===== config.mk =====
export PLATFORM = sky130hd
export DESIGN_NAME = cms_bucket
export DESIGN_NICKNAME = d
export VERILOG_FILES = /design/src/rtl/cms_pkg.sv /design/src/rtl/cms_bucket.sv
export SDC_FILE = /design/constraint.sdc
export NUM_CORES = 1
export LEC_CHECK = 0
export ABC_AREA = 1
export BUFFER_PORTS_ARGS = -buffer_cell sky130_fd_sc_hd__buf_2
export CAP_MARGIN = 20
export CORE_MARGIN = 1.5
export CORE_UTILIZATION = 60
export DETAILED_ROUTE_END_ITERATION = 6
export MAX_ROUTING_LAYER = met4
export PLACE_DENSITY = 0.82
export SLEW_MARGIN = 25
export SYNTH_ARGS = -nofsm -noshare
export SYNTH_HDL_FRONTEND = slang
export SYNTH_SLANG_ARGS = --single-unit

===== constraint.sdc =====
create_clock -name i_clk -period 8.6 [get_ports i_clk]
set_input_delay 0 -clock i_clk [delete_from_list [all_inputs] [get_ports i_clk]]
set_output_delay 0 -clock i_clk [all_outputs]
set_load 0.005 [all_outputs]

===== src/rtl/cms_pkg.sv =====
// Shared constants and types for the count-max sketch update block.
// No dependencies; used by cms_bucket and count_max_sketch_update.
`timescale 1ns / 1ps

package cms_pkg;

    localparam int BUCKETS      = 4096;
    localparam int IDX_W        = $clog2(BUCKETS);
    localparam int OUT_IDX_W    = 12;
    localparam int CFG_W        = 13;
    // effective bucket count is at most min(BUCKETS, 2^CFG_W - 1)
    localparam int N_W          = (IDX_W + 1 > CFG_W) ? CFG_W : IDX_W + 1;

    localparam int HASH_W       = 32;
    localparam int PORT_W       = 16;
    localparam int CNT_W        = 32;
    localparam int ADDR_W       = 2 * HASH_W;
    localparam int PPR_W        = 3 * PORT_W;

    localparam logic [HASH_W-1:0] HASH_MUL     = 32'd397;
    localparam logic [CFG_W-1:0]  ACTIVE_RESET = 13'd3000;

    localparam int HASH_STEPS   = 4;
    localparam int MOD_DIG      = 4;
    localparam int MOD_STEPS    = HASH_W / MOD_DIG;
    localparam int STEP_W       = $clog2(MOD_STEPS);

    typedef struct packed {
        logic [HASH_W-1:0] src_ip;
        logic [HASH_W-1:0] dst_ip;
        logic [PORT_W-1:0] src_port;
        logic [PORT_W-1:0] dst_port;
        logic [PORT_W-1:0] proto;
    } t_key;

    typedef struct packed {
        logic [ADDR_W-1:0] addr;
        logic [PPR_W-1:0]  ppr;
        logic [CNT_W-1:0]  cnt;
    } t_entry;

endpackage


===== src/rtl/cms_bucket.sv =====
// Bucket selection: multiply-xor key hash, then hash modulo the bucket count.
// Hash takes one multiply per cycle; the modulo retires MOD_DIG bits per cycle.
// Depends on cms_pkg.
`timescale 1ns / 1ps

module cms_bucket (
    input  logic                      i_clk,
    input  logic                      i_rst_n,
    input  logic                      i_start,
    input  cms_pkg::t_key             i_key,
    input  logic [cms_pkg::N_W-1:0]   i_nbuck,
    output logic                      o_done,
    output logic [cms_pkg::IDX_W-1:0] o_index
);

    typedef enum logic [1:0] {B_IDLE, B_HASH, B_MOD} t_state;

    t_state                           r_state;
    logic [cms_pkg::STEP_W-1:0]       r_step;
    logic [cms_pkg::HASH_W-1:0]       r_h;
    logic [cms_pkg::N_W-1:0]          r_rem;
    logic                             r_done;

    logic [cms_pkg::HASH_W-1:0]       n_x;
    logic [cms_pkg::HASH_W-1:0]       n_h;
    logic [cms_pkg::N_W-1:0]          n_rem;
    logic [cms_pkg::N_W:0]            n_t;

    always_comb begin
        case (r_step)
            cms_pkg::STEP_W'(0): n_x = i_key.dst_ip;
            cms_pkg::STEP_W'(1): n_x = cms_pkg::HASH_W'(i_key.src_port);
            cms_pkg::STEP_W'(2): n_x = cms_pkg::HASH_W'(i_key.dst_port);
            default:             n_x = cms_pkg::HASH_W'(i_key.proto);
        endcase
        n_h = cms_pkg::HASH_W'(r_h * cms_pkg::HASH_MUL) ^ n_x;
    end

    // restoring remainder, MSB first; remainder stays below i_nbuck
    always_comb begin
        n_rem = r_rem;
        n_t   = '0;
        for (int k = 0; k < cms_pkg::MOD_DIG; k++) begin
            n_t = {n_rem, r_h[cms_pkg::HASH_W-1-k]};
            if (n_t >= {1'b0, i_nbuck}) begin
                n_t = n_t - {1'b0, i_nbuck};
            end
            n_rem = n_t[cms_pkg::N_W-1:0];
        end
    end

    always_ff @(posedge i_clk) begin
        if (!i_rst_n) begin
            r_state <= B_IDLE;
            r_step  <= '0;
            r_done  <= 1'b0;
        end else begin
            r_done <= (r_state == B_MOD)
                   && (r_step == cms_pkg::STEP_W'(cms_pkg::MOD_STEPS - 1));
            case (r_state)
                B_IDLE: begin
                    if (i_start) begin
                        r_h     <= i_key.src_ip;
                        r_step  <= '0;
                        r_state <= B_HASH;
                    end
                end
                B_HASH: begin
                    r_h <= n_h;
                    if (r_step == cms_pkg::STEP_W'(cms_pkg::HASH_STEPS - 1)) begin
                        r_step  <= '0;
                        r_rem   <= '0;
                        r_state <= B_MOD;
                    end else begin
                        r_step <= r_step + 1'b1;
                    end
                end
                B_MOD: begin
                    r_rem <= n_rem;
                    r_h   <= r_h << cms_pkg::MOD_DIG;
                    if (r_step == cms_pkg::STEP_W'(cms_pkg::MOD_STEPS - 1)) begin
                        r_state <= B_IDLE;
                    end else begin
                        r_step <= r_step + 1'b1;
                    end
                end
                default: r_state <= B_IDLE;
            endcase
        end
    end

    assign o_done  = r_done;
    assign o_index = cms_pkg::IDX_W'(r_rem);

endmodule


# --- After elaboration in Yosys (flattened, before gate mapping) ---
# Index checks and enable logic that the tools add are counted.
op_classes:
  addsub: 5
  multipliers: 1
  magnitude_cmp: 4
  eq_ne: 10
  muxes: 17
  bitwise_logic: 1
  reduce_logical: 9
ops:
  columns: ["cell", "n"]
  rows:
  - ["$pmux W32 S3", 2]
  - ["$mux W13", 5]
  - ["$ge A14 B13 Y1", 4]
  - ["$sub A13 B13 Y13", 4]
  - ["$mul A32 B9 Y32 const B", 1]
  - ["$mux W32", 1]
  - ["$xor A32 B32 Y32", 1]
  - ["$pmux W13 S2", 1]
  - ["$reduce_and A3 Y1", 4]
  - ["$mux W3", 3]
  - ["$pmux W3 S3", 1]
  - ["$eq A3 B2 Y1 const B", 2]
  - ["$mux W2", 3]
  - ["$ne A2 B2 Y1 const B", 3]
  - ["$pmux W2 S3", 1]
  - ["$add A3 B1 Y3 const B", 1]
  - ["$eq A3 B1 Y1 const B", 1]
  - ["$eq A3 B3 Y1 const B", 1]
  - ["$logic_not A3 Y1", 1]
  - ["$reduce_bool A3 Y1", 1]
  - ["$eq A2 B1 Y1 const B", 1]
  - ["$eq A2 B2 Y1 const B", 1]
  - ["$logic_not A2 Y1", 1]
  - ["$ne A2 B1 Y1 const B", 1]
  - ["2 further kinds", 2]
totals:
  regBits: 51
  input_bits: 128
  out_inout_bits: 13
  wordCells: 52

# --- Longest topological paths before layout ---
# Gate-level depths: netlist of run 1.
logic_depth:
  depth_word: 9
  ltp_mapped: 58
  depth_no_buf: 55

# --- Least setup slack after synthesis of run 1 ---
# OpenSTA, ideal clock, no wires.
synth_path:
  path_type: "reg2reg"
  start: "register r_rem[9] (netlist bit)"
  end: "register r_rem[5] (netlist bit), data pin"
  setup_time_ns: 0.253
  arrival_time_ns: 6.342
  required_time_ns: 8.347
  path_slack_ns: 2.005
  stages_incl_launch_ff: 54
  n_path_buf: 4
  synth_period_minus_slack_ns: 6.595
  path_cell_list: "edfxtp_1 -> ha_1 -> nand2_1 -> inv_1 -> nand2_2 -> inv_2 -> a21oi_4 -> nand3_4 -> buf_4 -> or2_2 -> nand2_1 -> inv_1 -> ha_1 -> nand2_1 -> nor2_1 -> nand2_1 -> inv_1 -> nand2_1 -> (+18 left out) -> nand2_1 -> nand2_1 -> inv_1 -> ha_1 -> nand2_1 -> o21ai_0 -> nand2_1 -> nand3_1 -> nand3_1 -> nand2_1 -> nand2_1 -> nand2_1 -> inv_1 -> nand3_4 -> buf_6 -> nand2_1 -> nand2_1 -> nor2_1"
synth_via:
  elab_chain_cells: 9
synth_lines:
  columns: ["item", "line_no", "rtl"]
  rows:
  - ["start, declared", "cms_bucket.sv:21", "logic [cms_pkg::N_W-1:0] r_rem;"]
  - ["start signal, assigned", "cms_bucket.sv:79", "r_rem <= n_rem;"]
  - ["$sub A13 B13 Y13 or $ge A14 B13 Y1 (tied branches)", "cms_bucket.sv:46, cms_bucket.sv:45", null]
  - ["$mux W13 *", "cms_bucket.sv:45", "if (n_t >= {1'b0, i_nbuck}) begin"]
  - ["$sub A13 B13 Y13 or $ge A14 B13 Y1 (tied branches)", "cms_bucket.sv:46, cms_bucket.sv:45", null]
  - ["$mux W13 *", "cms_bucket.sv:45", null]
  - ["$ge A14 B13 Y1 or $sub A13 B13 Y13 (tied branches)", "cms_bucket.sv:45, cms_bucket.sv:46", null]
  - ["$mux W13 *", "cms_bucket.sv:45", null]
  - ["$sub A13 B13 Y13 or $ge A14 B13 Y1 (tied branches)", "cms_bucket.sv:46, cms_bucket.sv:45", null]
  - ["$mux W13 *", "cms_bucket.sv:45", null]
  - ["$pmux W13 S2 *", "cms_bucket.sv:60", "case (r_state)"]
# Every way passes the cells marked *; elsewhere a longest branch is shown, timed or not.
# A chain may end at the register's enable or synchronous reset.

# --- Final worst setup path of run 1 ---
layout_path:
  start: "register r_rem[7] (netlist bit)"
  end: "register r_rem[11] (netlist bit), data pin"
layout_via:
  elab_chain_cells: 9
layout_lines:
  columns: ["item", "line_no"]
  rows:
  - ["$sub A13 B13 Y13 or $ge A14 B13 Y1 (tied branches)", "cms_bucket.sv:46, cms_bucket.sv:45"]
  - ["$mux W13 *", "cms_bucket.sv:45"]
  - ["$sub A13 B13 Y13 or $ge A14 B13 Y1 (tied branches)", "cms_bucket.sv:46, cms_bucket.sv:45"]
  - ["$mux W13 *", "cms_bucket.sv:45"]
  - ["$sub A13 B13 Y13 or $ge A14 B13 Y1 (tied branches)", "cms_bucket.sv:46, cms_bucket.sv:45"]
  - ["$mux W13 *", "cms_bucket.sv:45"]
  - ["$sub A13 B13 Y13 or $ge A14 B13 Y1 (tied branches)", "cms_bucket.sv:46, cms_bucket.sv:45"]
  - ["$mux W13 *", "cms_bucket.sv:45"]
  - ["$pmux W13 S2 *", "cms_bucket.sv:60"]
# Marked as above.

==> results of run 1 <==
## cell usage in the layout, fill, tap and decap left out, drive strengths merged, types with 7 or more instances in the layout
cell,count
o211ai,7
o21ai,61
nand2,381
edfxtp,45
nor3,15
nand4,35
a21o,10
nand3,78
inv,301
nor2,90
o221ai,10
o21bai,7
xnor2,44
ha,176
dlygate4sd3,10
clkbuf,7
buf,145
a21oi,95
xor2,36
fa,77
## final timing paths
path	endpoint	slack, ns	cells after the start
setup / recovery	r_rem[11]	0.76	47
hold / removal	r_h[13]	0.007	3
hold reg to reg	r_step[1]	0.52	2
setup reg to reg	r_rem[11]	0.76	47
## cell usage after synthesis, types with 11 or more instances
cell      instances  area, um^2
xor2_1           36         315
fa_1             77        1540
inv_1           296        1110
a21oi_1          91         455
buf_4            13        97.6
edfxtp_1         45        1350
ha_1            176        2200
nor2_1           86         323
nor3_1           15        75.1
clkbuf_1         11        41.3
nand4_1          34         213
nand3_1          67         335
xnor2_1          44         385
nand2_1         371        1390
o21ai_0          59         295
## cells by family (layout without fill, tap and decap cells)
family,Yosys count,after routing,share of synthesized area
simple gates,613,613,0.242
buf+inv,335,468,0.118
fa+ha+maj,253,253,0.334
compound gates,214,214,0.113
xor+xnor,80,80,0.0624
flops,51,51,0.131
## state kept, by name, indices dropped and copies added, names as in the netlist
signal / flops
r_step: 3
r_h: 32
o_done: 1
r_rem: 13
r_state: 2
## what timing repair did
action | CTS | global route
hold buffers | 10 | 0
buffers inserted | 0 | 0
hold endpoints to repair | 12 | 0
## critical path: cells and delay by family (launching register included)
family,cells,cell delay [ns]
buf+inv,7,0.55
flops,1,0.49
simple gates,28,3.13
fa+ha+maj,4,1.50
compound gates,8,1.90
## final cells by class
| type | count | area share |
|---|---|---|
| multi-input cells | 1160 | 0.683 |
| flip-flops and latches | 51 | 0.119 |
| inverters | 305 | 0.0927 |
| repair buffers | 155 | 0.0677 |
| well taps | 229 | 0.0231 |
| clock buffers | 7 | 0.0124 |
| clock inverters | 1 | 0.00243 |
## per-stage QoR
| step | setup WS [ns] | instance area, um^2 | hold slack [ns] | utilization | instances |
|---|---|---|---|---|---|
| global placement | 1.15 | 12100 | 0.285 | 0.666 | 1890 |
| detailed placement | 0.945 | 12100 | 0.287 | 0.666 | 1890 |
| CTS | 0.899 | 12400 | 0.00864 | 0.681 | 1908 |
| global route | 0.0442 | 12400 | 0.0312 | 0.682 | 1908 |
| floorplan | 2.01 | 11200 | 0.138 | - | 1546 |
| finish | 0.756 | 12400 | 0.00659 | 0.682 | 1908 |
## metal layers
layer,share of wire,global-route usage
met4,0.025,0.0947
met2,0.47,0.590
met5,0,-
met3,0.077,0.0413
met1,0.42,0.449
==> reports/metrics.csv, run 1 <==
metric,value,unit
clkSlewWorstSetupHoldPaths,0.08,ns
hold_viol_final,0,
clock_latency,0.30,ns
dpl.hpwl,27200,um
grt_start_max_net_pins,34,
worstPathMaxFanout,16,
root_buffer,clkbuf_16,
cts_buffers,5,
hp-start,i_key[93],
firstDrtPassIters,5,
outcome,finished clean,
grt-ovfl-total,0,
crit_path_top_delay_cell,edfxtp_1,
slew_headroom,0.405,
viasPerCell,5.64,
io_pins,141,
max_stage_delay,0.49,ns
final.fill_count,1568,
cts.htree.levels,2,
ctsResizeCount,0,
synth_edf_count,45,
grt_pass1_wl,52900,um
reg2reg_from,r_rem[7],
grt_pass1_vias,10500,
cts_buffer_depth,2,
dieArea,19500,um^2
fin_nets,2059,
clock_skew,0.0147,ns
clock_sinks,51,
drive_above_1_share,0.117,
antenna_found_initial,0,
crit_path_start,r_rem[7],
routabilityCongestion,0.975,
initial_core_util,0.618,
routed_wl,32700,um
crit_arrival,7.88,ns
rsz0062_at_grt,no,
initialDrtViolationCount,792,
die_w,140,um
io_buffers,140,
timing.fmax,127,MHz
ant_nets,0,
drc,0,
start_kind,register,
hold_path.class,in2reg,
core,18100,um^2
worstSetupPathType,reg2reg,
finalSetupTns,0,ns
setup_viol,0,
synthesis.area,11200,um^2
seq_area_frac_synth,0.131,
worst_setup_path_end_kind,register,
cp_common_cell,nand2_1,
wire_per_inst,17.2,um
timing.final.crit_share,0.912,
ys_seq_elements,51,
yosys_warnings,0,
tightest_slew,0.891,ns
drv_cap,0,
seqCellArea,1470,um^2
syn_nets,1927,
ys.flop_type,edfxtp_1,
cts_tree,yes,
yosysUniqueCellTypes,51,
cp_data_required_time,8.64,ns
vias,10800,
synthCells,1546,
grt_usage,0.351,
avgSynthCellArea,7.26,um^2
finalMaxSlewViolations,0,
n_antenna_cell,0,
synth_async_sr_flop_share,0,
multiInputGateArea,8450,um^2
rows,49,
synthToLayoutAreaGrowth,10.3,%
die_h,140,um
period_needed,7.84,ns
Power of run 1 is not shown: default switching activity piles up to over one toggle a cycle in this logic, so the estimate is an artifact.
==> inputs of run 2 (changes only) <==
--- a/config.mk
+++ b/config.mk
@@ -8,6 +8,7 @@
 export ABC_AREA = 1
 export BUFFER_PORTS_ARGS = -buffer_cell sky130_fd_sc_hd__buf_2
 export CAP_MARGIN = 20
+export CORE_ASPECT_RATIO = 1.2
 export CORE_MARGIN = 1.5
 export CORE_UTILIZATION = 60
 export DETAILED_ROUTE_END_ITERATION = 6
==> reports/metrics.csv, run 2 (synthesis results as in run 1) <==
metric,value,unit
grt_usage,0.358,
final_common_cell,nand2_1,
worstPathMaxFanout,16,
rr_endpoint,r_rem[7],
cts.htree.levels,2,
cp_common_cell,nand2_1,
clock_latency,0.31,ns
grt-ovfl-total,0,
start_kind,register,
design_area,12300,um^2
antenna_found_initial,1,
setup_viol,0,
grt_pass1_wl,53000,um
hp-start,i_key[99],
fin_nets,2059,
vias,10800,
synthToLayoutAreaGrowth,9.96,%
timing.final.crit_share,0.906,
io_pins,141,
routed_wl,33200,um
grt_start_max_net_pins,34,
outcome,"finished, violations left",
crit_arrival,7.84,ns
holdPathEnd,r_h[19],
clock_skew,0.0109,ns
drv_cap,0,
regMostFlops,r_h,
rows,54,
grt_pass1_vias,10900,
core,18200,um^2
dpl.hpwl,27700,um
reg2reg_from,r_rem[9],
ctsResizeCount,0,
ant_nets,0,
hold_viol_final,2,
finalMaxSlewViolations,0,
hold_buffers,10,
finalSetupTns,0,ns
cp_data_required_time,8.65,ns
slew_headroom,0.312,
r2r_slack,0.81,ns
worstSetupPathType,reg2reg,
viasPerCell,5.69,
tightest_slew,1.03,ns
reg2reg_depth,47,
cts_buffers,5,
crit_path_top_delay_cell,edfxtp_1,
period_needed,7.79,ns
drive_above_1_share,0.117,
clock_sinks,51,
cp_top_family,simple AND/OR/NAND/NOR gates,
die_h,153,um
crit_path_start,r_rem[9],
biggestRegsByFlops,"r_h (32), r_rem (13), r_step (3)",
dieArea,19500,um^2
root_buffer,clkbuf_16,
crit_buf_inv,7,
holdPathStages,3,
routabilityCongestion,0.981,
fin_util,0.676,
die_w,128,um
hold_path.class,in2reg,
timing.fmax,128,MHz
firstDrtPassIters,7,
initialDrtViolationCount,672,
io_buffers,140,
post-cts-setup-buffer-count,0,
final.fill_count,1590,
clkSlewWorstSetupHoldPaths,0.09,ns
worst_setup_path_end_kind,register,
wire_per_inst,17.4,um
cts_tree,yes,
violations,"design-rule violations, negative hold slack",
holdWs,-0.00559,ns
rsz0062_at_grt,no,
place_area,12100,um^2
drc,3,
initial_core_util,0.615,
layout_common_cells,"nand2_1 (371), inv_1 (296), ha_1 (176)",
max_stage_delay,0.48,ns
cts_buffer_depth,2,
largest_reg_flops,32,
## run 2: area by class of cell
type / instances / area [um^2] / share of cell area
multi-input cells: 1160 / 8440 / 0.684
flip-flops and latches: 51 / 1470 / 0.119
inverters: 305 / 1150 / 0.0930
repair buffers: 155 / 838 / 0.0679
well taps: 224 / 280 / 0.0227
clock buffers: 5 / 125 / 0.0101
clock inverters: 3 / 28.8 / 0.00233
diodes: 1 / 2.50 / 0.000203
## run 2: metrics by stage
step / instances / worst slack, ns
after floorplan: 1546 / 2.01
after global placement: 1885 / 0.984
final: 1904 / 0.809
after CTS: 1903 / 0.873
after global routing: 1904 / 0.137
after detailed placement: 1885 / 0.910
## run 2: worst max path at each step
stage | endpoint | slack (ns) | cells past startpoint
after floorplan | r_rem[5] | 2.01 | 53
after global placement | r_rem[8] | 0.98 | 47
after detailed placement | r_rem[9] | 0.91 | 47
after CTS | r_rem[1] | 0.87 | 47
after global routing | r_rem[5] | 0.14 | 46
final | r_rem[7] | 0.81 | 47
## run 2: worst reg2reg max path: cells and delay by family (launching register included)
| family | cells | cell delay [ns] |
|---|---|---|
| and+or+nand+nor | 29 | 3.34 |
| AOI/OAI and AO/OA | 7 | 1.69 |
| adders and majority gates | 4 | 1.48 |
| buffers and inverters | 7 | 0.57 |
| DFF | 1 | 0.48 |
## run 2: metal layers
layer | vias up | track usage | share of wire
met1 | 5027 | 0.378 | 0.36
met4 | 0 | 0.209 | 0.066
met5 | - | - | 0
met3 | 126 | 0.0320 | 0.051
met2 | 410 | 0.643 | 0.52
li1 | 5263 | - | -
Power of run 2 is left out for the same reason.
